$ cat src/design/mts_pkg.sv
// shared types and constants of the mlfq tick scheduler
// no dependencies
package mts_pkg;

    localparam int LEVELS_DEF = 4;
    localparam int PROCS_DEF  = 16;
    localparam int IN_DATA_W  = 24;
    localparam int OUT_DATA_W = 16;
    localparam int CFG_DATA_W = 64;
    localparam int CFG_IDX_W  = 2;
    localparam int TF_W       = 16;
    localparam int TF_FIELDS  = 4;

    typedef enum logic [CFG_IDX_W-1:0] {
        CFG_NUM_LEVELS   = 2'd0,
        CFG_BOOST_PERIOD = 2'd1,
        CFG_QUANTUM      = 2'd2,
        CFG_ALLOTMENT    = 2'd3
    } t_cfg_idx;

    typedef enum logic [5:0] {
        S_IDLE  = 6'b000001,
        S_BSCAN = 6'b000010,
        S_BPUSH = 6'b000100,
        S_DISP  = 6'b001000,
        S_DLOAD = 6'b010000,
        S_RUN   = 6'b100000
    } t_state;

    typedef struct packed {
        logic arrive;
        logic tick;
        logic boost_pop;
        logic boost_push;
        logic boost_cur;
        logic disp_pop;
        logic disp_load;
        logic run;
    } t_cmd;

    typedef struct packed {
        logic boost_due;
        logic boost_found;
        logic disp_found;
        logic cur_valid;
        logic out_free;
    } t_sts;

endpackage

$ cat src/design/mts_ctrl.sv
// controller state machine of the mlfq tick scheduler
// depends on mts_pkg
module mts_ctrl (
    input  logic          i_clk,
    input  logic          i_rst_n,
    input  logic          i_in_valid,
    input  logic          i_in_tick,
    output logic          o_in_ready,
    input  mts_pkg::t_sts i_sts,
    output mts_pkg::t_cmd o_cmd
);
    import mts_pkg::*;

    t_state r_state, n_state;
    logic   acc;

    assign o_in_ready = (r_state == S_IDLE);
    assign acc        = i_in_valid && o_in_ready;

    always_comb begin
        n_state = r_state;
        o_cmd   = '0;
        case (r_state)
            S_IDLE: begin
                if (acc) begin
                    if (i_in_tick) begin
                        o_cmd.tick = 1'b1;
                        n_state    = i_sts.boost_due ? S_BSCAN : S_DISP;
                    end else begin
                        o_cmd.arrive = 1'b1;
                    end
                end
            end
            S_BSCAN: begin
                if (i_sts.boost_found) begin
                    o_cmd.boost_pop = 1'b1;
                    n_state         = S_BPUSH;
                end else begin
                    o_cmd.boost_cur = 1'b1;
                    n_state         = S_DISP;
                end
            end
            S_BPUSH: begin
                o_cmd.boost_push = 1'b1;
                n_state          = S_BSCAN;
            end
            S_DISP: begin
                if (!i_sts.cur_valid && i_sts.disp_found) begin
                    o_cmd.disp_pop = 1'b1;
                    n_state        = S_DLOAD;
                end else begin
                    n_state = S_RUN;
                end
            end
            S_DLOAD: begin
                o_cmd.disp_load = 1'b1;
                n_state         = S_RUN;
            end
            S_RUN: begin
                if (i_sts.out_free) begin
                    o_cmd.run = 1'b1;
                    n_state   = S_IDLE;
                end
            end
            default: n_state = S_IDLE;
        endcase
    end

    always_ff @(posedge i_clk) begin
        if (!i_rst_n) begin
            r_state <= S_IDLE;
        end else begin
            r_state <= n_state;
        end
    end
endmodule

$ cat src/design/mts_dp.sv
// datapath of the mlfq tick scheduler: config, level queues, process table
// depends on mts_pkg
module mts_dp #(
    parameter int LEVELS = mts_pkg::LEVELS_DEF,
    parameter int PROCS  = mts_pkg::PROCS_DEF
) (
    input  logic                             i_clk,
    input  logic                             i_rst_n,
    input  logic                             i_cfg_we,
    input  logic [mts_pkg::CFG_IDX_W-1:0]    i_cfg_index,
    input  logic [mts_pkg::CFG_DATA_W-1:0]   i_cfg_data,
    input  logic [3:0]                       i_proc_id,
    input  logic [15:0]                      i_burst,
    input  mts_pkg::t_cmd                    i_cmd,
    output mts_pkg::t_sts                    o_sts,
    output logic                             o_out_valid,
    output logic [mts_pkg::OUT_DATA_W-1:0]   o_out_data,
    input  logic                             i_out_ready
);
    import mts_pkg::*;

    localparam int IW = (PROCS > 1) ? $clog2(PROCS) : 1;
    localparam int CW = $clog2(PROCS + 1);
    localparam int LW = (LEVELS > 1) ? $clog2(LEVELS) : 1;
    localparam int AW = $clog2(LEVELS * PROCS);

    function automatic logic [IW-1:0] id_wrap(input logic [3:0] v);
        int x;
        x = int'(v);
        for (int k = 0; k < 8; k++) begin
            if (x >= PROCS) x = x - PROCS;
        end
        return IW'(x);
    endfunction

    function automatic logic [IW-1:0] idx_wrap(input int s);
        int x;
        x = s;
        if (x >= PROCS) x = x - PROCS;
        return IW'(x);
    endfunction

    function automatic logic [TF_W-1:0] tfield(input logic [CFG_DATA_W-1:0] t,
                                              input logic [LW-1:0] l);
        logic [TF_W-1:0] f;
        f = '0;
        for (int k = 0; k < TF_FIELDS; k++) begin
            if (int'(l) == k) f = t[k*TF_W +: TF_W];
        end
        return f;
    endfunction

    logic [2:0]            r_num_levels;
    logic [15:0]           r_boost_period;
    logic [CFG_DATA_W-1:0] r_qtab, r_atab;

    logic [IW-1:0] r_head  [LEVELS];
    logic [CW-1:0] r_count [LEVELS];
    logic [IW-1:0] r_mem   [LEVELS*PROCS];
    logic [IW-1:0] r_rd;

    logic [15:0]   r_rem     [PROCS];
    logic [LW-1:0] r_lvl     [PROCS];
    logic [15:0]   r_tal     [PROCS];
    logic [PROCS-1:0] r_started;

    logic          r_cur_valid;
    logic [IW-1:0] r_cur_id;
    logic [15:0]   r_qc, r_bc;
    logic          r_out_valid;
    logic [OUT_DATA_W-1:0] r_out_data;

    logic          boost_found, disp_found;
    logic [LW-1:0] boost_lvl, disp_lvl, pop_lvl, push_lvl;
    logic          pop_req, push_req, push_ok;
    logic [IW-1:0] push_id, arr_id;
    logic [AW-1:0] waddr, raddr;

    logic [LW-1:0] runlvl, new_lvl;
    logic [15:0]   rem_n, tal_n, qc_n, q, a;
    logic          fin, expire, dem;
    logic [3:0]    nl;
    logic          out_free;

    assign arr_id = id_wrap(i_proc_id);

    always_comb begin
        boost_found = 1'b0;
        boost_lvl   = '0;
        disp_found  = 1'b0;
        disp_lvl    = '0;
        for (int l = LEVELS - 1; l >= 0; l--) begin
            if (r_count[l] != '0) begin
                disp_found = 1'b1;
                disp_lvl   = LW'(l);
                if (l >= 1) begin
                    boost_found = 1'b1;
                    boost_lvl   = LW'(l);
                end
            end
        end
    end

    always_comb begin
        if (r_num_levels == 3'd0) nl = 4'd1;
        else if (int'(r_num_levels) > LEVELS) nl = 4'(LEVELS);
        else nl = {1'b0, r_num_levels};
    end

    always_comb begin
        runlvl = r_lvl[r_cur_id];
        rem_n  = (r_rem[r_cur_id] != 16'd0) ? r_rem[r_cur_id] - 16'd1 : 16'd0;
        tal_n  = (r_tal[r_cur_id] != 16'hFFFF) ? r_tal[r_cur_id] + 16'd1 : 16'hFFFF;
        qc_n   = (r_qc != 16'hFFFF) ? r_qc + 16'd1 : 16'hFFFF;
        q      = tfield(r_qtab, runlvl);
        a      = tfield(r_atab, runlvl);
        fin    = (rem_n == 16'd0);
        expire = !fin && (q != 16'd0) && (qc_n >= q);
        dem    = expire && (a != 16'd0) && (tal_n >= a)
                 && ((5'(runlvl) + 5'd1) < 5'(nl));
        new_lvl = dem ? runlvl + LW'(1) : runlvl;
    end

    always_comb begin
        push_req = 1'b0;
        push_lvl = '0;
        push_id  = arr_id;
        if (i_cmd.arrive) begin
            push_req = 1'b1;
        end else if (i_cmd.boost_push) begin
            push_req = 1'b1;
            push_id  = r_rd;
        end else if (i_cmd.boost_cur) begin
            push_req = r_cur_valid;
            push_id  = r_cur_id;
        end else if (i_cmd.run) begin
            push_req = r_cur_valid && expire;
            push_id  = r_cur_id;
            push_lvl = new_lvl;
        end
        push_ok = push_req && (int'(r_count[push_lvl]) < PROCS);
        waddr   = AW'(int'(push_lvl) * PROCS
                      + int'(idx_wrap(int'(r_head[push_lvl]) + int'(r_count[push_lvl]))));
        pop_req = i_cmd.boost_pop || i_cmd.disp_pop;
        pop_lvl = i_cmd.boost_pop ? boost_lvl : disp_lvl;
        raddr   = AW'(int'(pop_lvl) * PROCS + int'(r_head[pop_lvl]));
    end

    always_ff @(posedge i_clk) begin
        if (push_ok) r_mem[waddr] <= push_id;
        if (pop_req) r_rd <= r_mem[raddr];
    end

    always_ff @(posedge i_clk) begin
        if (!i_rst_n) begin
            for (int l = 0; l < LEVELS; l++) begin
                r_head[l]  <= '0;
                r_count[l] <= '0;
            end
        end else begin
            for (int l = 0; l < LEVELS; l++) begin
                if (push_ok && int'(push_lvl) == l) r_count[l] <= r_count[l] + CW'(1);
                if (pop_req && int'(pop_lvl) == l) begin
                    r_head[l]  <= idx_wrap(int'(r_head[l]) + 1);
                    r_count[l] <= r_count[l] - CW'(1);
                end
            end
        end
    end

    always_ff @(posedge i_clk) begin
        if (i_cmd.arrive) begin
            r_rem[arr_id] <= i_burst;
            r_lvl[arr_id] <= '0;
            r_tal[arr_id] <= '0;
        end else if (i_cmd.boost_push) begin
            r_lvl[r_rd] <= '0;
            r_tal[r_rd] <= '0;
        end else if (i_cmd.boost_cur && r_cur_valid) begin
            r_lvl[r_cur_id] <= '0;
            r_tal[r_cur_id] <= '0;
        end else if (i_cmd.run && r_cur_valid) begin
            r_rem[r_cur_id] <= rem_n;
            r_lvl[r_cur_id] <= new_lvl;
            r_tal[r_cur_id] <= dem ? 16'd0 : tal_n;
        end
    end

    always_ff @(posedge i_clk) begin
        if (!i_rst_n) begin
            r_num_levels   <= 3'd3;
            r_boost_period <= '0;
            r_qtab         <= '0;
            r_atab         <= '0;
        end else if (i_cfg_we) begin
            case (i_cfg_index)
                CFG_NUM_LEVELS:   r_num_levels   <= i_cfg_data[2:0];
                CFG_BOOST_PERIOD: r_boost_period <= i_cfg_data[15:0];
                CFG_QUANTUM:      r_qtab         <= i_cfg_data;
                CFG_ALLOTMENT:    r_atab         <= i_cfg_data;
                default:          r_num_levels   <= r_num_levels;
            endcase
        end
    end

    assign out_free = !r_out_valid || i_out_ready;

    always_ff @(posedge i_clk) begin
        if (!i_rst_n) begin
            r_started   <= '0;
            r_cur_valid <= 1'b0;
            r_cur_id    <= '0;
            r_qc        <= '0;
            r_bc        <= '0;
            r_out_valid <= 1'b0;
        end else begin
            if (i_cmd.arrive) r_started[arr_id] <= 1'b0;
            if (i_cmd.tick && !o_sts.boost_due && r_bc != 16'hFFFF) r_bc <= r_bc + 16'd1;
            if (i_cmd.boost_cur) begin
                r_bc        <= 16'd1;
                r_cur_valid <= 1'b0;
                r_qc        <= '0;
            end
            if (i_cmd.disp_load) begin
                r_cur_id    <= r_rd;
                r_cur_valid <= 1'b1;
                r_qc        <= '0;
            end
            if (i_cmd.run && r_cur_valid) begin
                r_started[r_cur_id] <= 1'b1;
                r_qc        <= (fin || expire) ? 16'd0 : qc_n;
                r_cur_valid <= !(fin || expire);
            end
            if (i_cmd.run) r_out_valid <= 1'b1;
            else if (i_out_ready) r_out_valid <= 1'b0;
        end
    end

    always_ff @(posedge i_clk) begin
        if (i_cmd.run) begin
            if (r_cur_valid) begin
                r_out_data <= {6'd0, dem, fin, !r_started[r_cur_id], 2'(runlvl),
                               4'(r_cur_id), 1'b1};
            end else begin
                r_out_data <= '0;
            end
        end
    end

    assign o_out_valid       = r_out_valid;
    assign o_out_data        = r_out_data;
    assign o_sts.boost_due   = (r_boost_period != 16'd0) && (r_bc >= r_boost_period);
    assign o_sts.boost_found = boost_found;
    assign o_sts.disp_found  = disp_found;
    assign o_sts.cur_valid   = r_cur_valid;
    assign o_sts.out_free    = out_free;
endmodule

$ cat src/design/mlfq_tick_scheduler_core.sv
// top level of the mlfq tick scheduler
// depends on mts_pkg, mts_ctrl, mts_dp
// An arrival is taken in the idle state and gives no result. A tick passes the
// dispatch and run states, with a load state between them when a process is
// dispatched; a due boost adds a scan state, plus a scan and a push state for
// each entry it moves, as all level queues share one memory with one read and
// one write port. A new item is taken while the last result waits at the output.
module mlfq_tick_scheduler_core #(
    parameter int LEVELS = mts_pkg::LEVELS_DEF,
    parameter int PROCS  = mts_pkg::PROCS_DEF
) (
    input  logic                           i_clk,
    input  logic                           i_rst_n,
    input  logic                           i_s_axis_tvalid,
    output logic                           o_s_axis_tready,
    input  logic [mts_pkg::IN_DATA_W-1:0]  i_s_axis_tdata,  // proc_id, burst_length
    input  logic                           i_s_axis_tuser,  // req_type
    output logic                           o_m_axis_tvalid,
    input  logic                           i_m_axis_tready,
    // cpu_busy, running_id, running_level, first_run, finished, demoted
    output logic [mts_pkg::OUT_DATA_W-1:0] o_m_axis_tdata,
    input  logic                           i_cfg_valid,
    output logic                           o_cfg_ready,
    input  logic [mts_pkg::CFG_IDX_W-1:0]  i_cfg_index,
    input  logic [mts_pkg::CFG_DATA_W-1:0] i_cfg_data
);
    import mts_pkg::*;

    t_cmd cmd;
    t_sts sts;

    assign o_cfg_ready = 1'b1;

    mts_ctrl u_ctrl (
        .i_clk      (i_clk),
        .i_rst_n    (i_rst_n),
        .i_in_valid (i_s_axis_tvalid),
        .i_in_tick  (i_s_axis_tuser),
        .o_in_ready (o_s_axis_tready),
        .i_sts      (sts),
        .o_cmd      (cmd)
    );

    mts_dp #(.LEVELS(LEVELS), .PROCS(PROCS)) u_dp (
        .i_clk       (i_clk),
        .i_rst_n     (i_rst_n),
        .i_cfg_we    (i_cfg_valid),
        .i_cfg_index (i_cfg_index),
        .i_cfg_data  (i_cfg_data),
        .i_proc_id   (i_s_axis_tdata[3:0]),
        .i_burst     (i_s_axis_tdata[19:4]),
        .i_cmd       (cmd),
        .o_sts       (sts),
        .o_out_valid (o_m_axis_tvalid),
        .o_out_data  (o_m_axis_tdata),
        .i_out_ready (i_m_axis_tready)
    );
endmodule

$ cat config.mk
export PLATFORM = sky130hd
export DESIGN_NAME = mlfq_tick_scheduler_core
export DESIGN_NICKNAME = d
export VERILOG_FILES = /design/src/design/mts_pkg.sv /design/src/design/mts_ctrl.sv /design/src/design/mts_dp.sv /design/src/design/mlfq_tick_scheduler_core.sv
export SDC_FILE = /design/constraint.sdc
export NUM_CORES = 2
export LEC_CHECK = 0
export BUFFER_PORTS_ARGS = -buffer_cell sky130_fd_sc_hd__clkbuf_2
export CORE_MARGIN = 2
export CORE_UTILIZATION = 55
export DETAILED_ROUTE_END_ITERATION = 8
export PLACE_DENSITY = 0.8
export SLEW_MARGIN = 20
export SYNTH_ARGS = -nofsm -noshare
export SYNTH_HDL_FRONTEND = slang
export SYNTH_HIERARCHICAL = 1
export SYNTH_SLANG_ARGS = --single-unit
$ cat constraint.sdc
create_clock -name i_clk -period 11.7 [get_ports i_clk]
set_clock_uncertainty 0.2 [all_clocks]
set_input_delay 0.585 -clock i_clk [delete_from_list [all_inputs] [get_ports i_clk]]
set_output_delay 0.585 -clock i_clk [all_outputs]
set_load 0.05 [all_outputs]
==> results.sh <==
export IMPL_max_freq_mhz=94.1
export IMPL_fin_crit_ns=10.63
export IMPL_die_area_mm2=0.0886
export IMPL_fin_crit_sh_pct=90.8
export IMPL_setup_viol=0
export IMPL_die_h_um=298
export IMPL_drive_gt1_share_pct=15.1
export IMPL_worstPathRequired_ns=11.80
export IMPL_clock_path_buffers=3
export IMPL_antenna_found_initial=6
export IMPL_root_buffer="clkbuf_16"
export IMPL_synthTopCellsByArea="edfxtp_1 (54%), dfxtp_1 (8.9%), mux4_2 (7.6%)"
export IMPL_hold_violations=0
export IMPL_place_port_buffers=103
export IMPL_gr_total_overflow=0
export IMPL_hold_ws_ns=0.0296
export IMPL_rrSetupSlack_ns=1.07
export IMPL_route_detailed_drc=0
export IMPL_grt_max_degree=113
export IMPL_rr_worst_depth=27
export IMPL_status="complete, no violations"
export IMPL_syn_area_mm2=0.0474
export IMPL_slew_viol_final=0
export IMPL_via_per_inst=6.26
export IMPL_endpoint_kind="flop"
export IMPL_design_final_nets=3999
export IMPL_max_cap_violations=0
export IMPL_synthFlopType="edfxtp_1"
export IMPL_cts_num_sinks=1061
export IMPL_async_flop_share_pct=0
export IMPL_post_cts_resized=0
export IMPL_start_kind="flop"
export IMPL_seq_area_frac_synth_pct=62.7
export IMPL_hold_depth=3
export IMPL_yosys_area_top_type_share_pct=53.8
export IMPL_wl_per_cell_um=23.8
export IMPL_drt_iter0_drc=3936
export IMPL_grt_pass1_vias=30900
export IMPL_min_delay_start="i_cfg_data[8]"
export IMPL_power_density_mw_per_mm2=157
export IMPL_setup_ws_ns=1.07
export IMPL_num_rows=107
export IMPL_grt_pass1_wl_um=183000
export IMPL_placed_cell_area_mm2=0.0493
export IMPL_yosysTopAreaCell="edfxtp_1"
export IMPL_htree_levels=3
export IMPL_worst_ep_arrival_time_ns=10.73
export IMPL_yosysWarnings=6
export IMPL_leakagePower_nw=18.1
export IMPL_holdCritPathClass="primary input to flop"
export IMPL_ioPinCount=115
export IMPL_vdd_drop_max_v=0.000119
export IMPL_yosys_top_cells_count="edfxtp_1 (850), nand2_1 (546), nor2_1 (287)"
export IMPL_final_area_mm2=0.0533
export IMPL_ant_nets=0
export IMPL_core_mm2=0.0853
export IMPL_rsz0062_at_grt="no"
export IMPL_synth_distinct_cells=84
export IMPL_slew_limit_headroom_pct=24.2
export IMPL_cts_clk_slew_worst_paths_ns=0.06
export IMPL_cts_tree="built"
export IMPL_dpl_hpwl_um=73000
export IMPL_grt_use_total_pct=26.8
export IMPL_drt_first_pass_iters=6
export IMPL_yosysMostFrequentCell="edfxtp_1"
export IMPL_cts_buffers=101
export IMPL_timing_rr_end="u_dp/r_mem[58][3]$_DFFE_PP_"
export IMPL_die_width_um=298
export IMPL_synth_area_per_cell_um2=12.8
export IMPL_place_gp_congestion=0.913
export IMPL_place_ws_ns=1.39
export IMPL_wirelength_um=120000
export IMPL_clk_latency_ns=0.68
export IMPL_synth_edff_count=850
export IMPL_fin_setup_tns_ns=0
export IMPL_start_util_pct=55.6
export IMPL_area_growth_pct=12.3
export IMPL_tightest_slew_ns=1.13
export IMPL_cp_max_fo=39
export IMPL_worst_setup_path_type="flop to flop"
export IMPL_vias=31600
export IMPL_yosys_register_bits=1061
export IMPL_syn_inst=3702
export IMPL_min_delay_worst_endpoint="u_dp/r_boost_period[8]$_SDFFE_PN0P_"
-- power breakdown --
group          switching, mW  total (mW)  internal [mW]
Combinational          0.579       0.844          0.265
Clock                   1.40        3.32           1.91
Sequential            0.0428        4.20           4.15
-- registers in the layout (all words and copies together), names as in the netlist, 20 cells and up, named ones only --
register	count
u_dp/r_atab	64
u_dp/r_count	20
u_dp/r_lvl	32
u_dp/r_mem	256
u_dp/r_qtab	64
u_dp/r_rem	256
u_dp/r_tal	256
-- cells by family (layout without fill, tap and decap cells) --
group,Yosys count,count (layout),share of synthesized area (%)
simple gates,1239,1239,12.0
flops,1061,1061,62.7
compound gates,728,728,10.3
buf+inv,303,501,2.58
mux,236,236,9.22
fa+ha+maj,80,80,2.17
xor+xnor,53,53,0.979
other cells,2,10,0.0158
-- timing repair --
action | 4_1_cts | 5_1_grt
hold buffers | 54 | 0
hold endpoints to repair | 102 | 0
setup buffers | 0 | 0
-- layout make-up --
type | count | area, µm²
antenna | 3 | 7.51
clock buffer | 123 | 2680
clock inverter | 62 | 683
fill | 6040 | 32000
inverter | 72 | 270
multi-input combinational | 2343 | 16700
sequential | 1061 | 29800
tap | 1144 | 1430
timing repair buffer | 244 | 1730
-- layer usage --
metal | vias to the layer above | global-route usage [%] | wire, µm
li1 | 14100 | - | -
met1 | 15400 | 34.8 | 45800
met2 | 1772 | 44.7 | 58500
met3 | 362 | 4.67 | 10600
met4 | 4 | 10.9 | 5090
met5 | - | 0 | 31
-- worst max-delay path by stage --
stage	slack (ns)	endpoint	start	depth (start not counted)
floorplan	2.10	u_dp/r_mem[25][0]$_DFFE_PP_	flop	37
finish	1.07	u_dp/r_mem[58][3]$_DFFE_PP_	flop	27
detailed placement	1.39	u_dp/r_mem[60][0]$_DFFE_PP_	flop	27
CTS	1.29	u_dp/r_mem[60][2]$_DFFE_PP_	flop	27
global placement	1.65	u_dp/r_mem[63][0]$_DFFE_PP_	flop	27
global route	0.65	u_dp/r_mem[60][0]$_DFFE_PP_	flop	28
-- cell usage in the layout (no fill, tap or decap), drive strengths merged, types with 35 or more instances in the layout --
cell	instances
edfxtp	850
nand2	546
nor2	287
clkbuf	225
dfxtp	211
a21boi	170
mux4	160
a21oi	159
o21ai	110
nand3	99
buf	88
ha	76
inv	75
mux2i	70
o211ai	59
dlygate4sd3	54
nor2b	51
clkinv	45
a211oi	41
and3	39
and2	38
a22oi	38
xnor2	35
nor3	35
-- stage by stage --
stage | instances | total power, mW | util (%)
final | 5052 | 8.36 | 62.5
after global placement | 4810 | 5.07 | 57.8
after floorplan | 3707 | 4.82 | -
after CTS | 5049 | 8.38 | 62.4
after detailed placement | 4810 | 5.09 | 57.8
after global routing | 5050 | 8.61 | 62.5
-- critical path: stages, from the launching register on --
cell and delay, ns:
dfxtp_4 0.76, mux4_2 0.60, mux2_2 0.27, o21ai_1 0.68, inv_1 0.45, ha_2 0.55
nor2b_1 0.35, a221oi_1 0.16, a21oi_1 0.50, mux2i_1 0.20, ha_1 0.33, a21o_1 0.10
a21oi_1 0.06, o21ai_0 0.23, a211oi_1 0.11, o21a_1 0.23, o21ai_0 0.34, and3_1 0.44
a211oi_1 0.19, nor2_1 0.55, o22ai_1 0.17, a221oi_1 0.43, ha_1 0.32, a21o_1 0.15
a21oi_1 0.22, o31a_1 0.56, o21ai_1 0.40, a211oi_1 0.65
No activity file was read; power rests on OpenSTA's default activity.
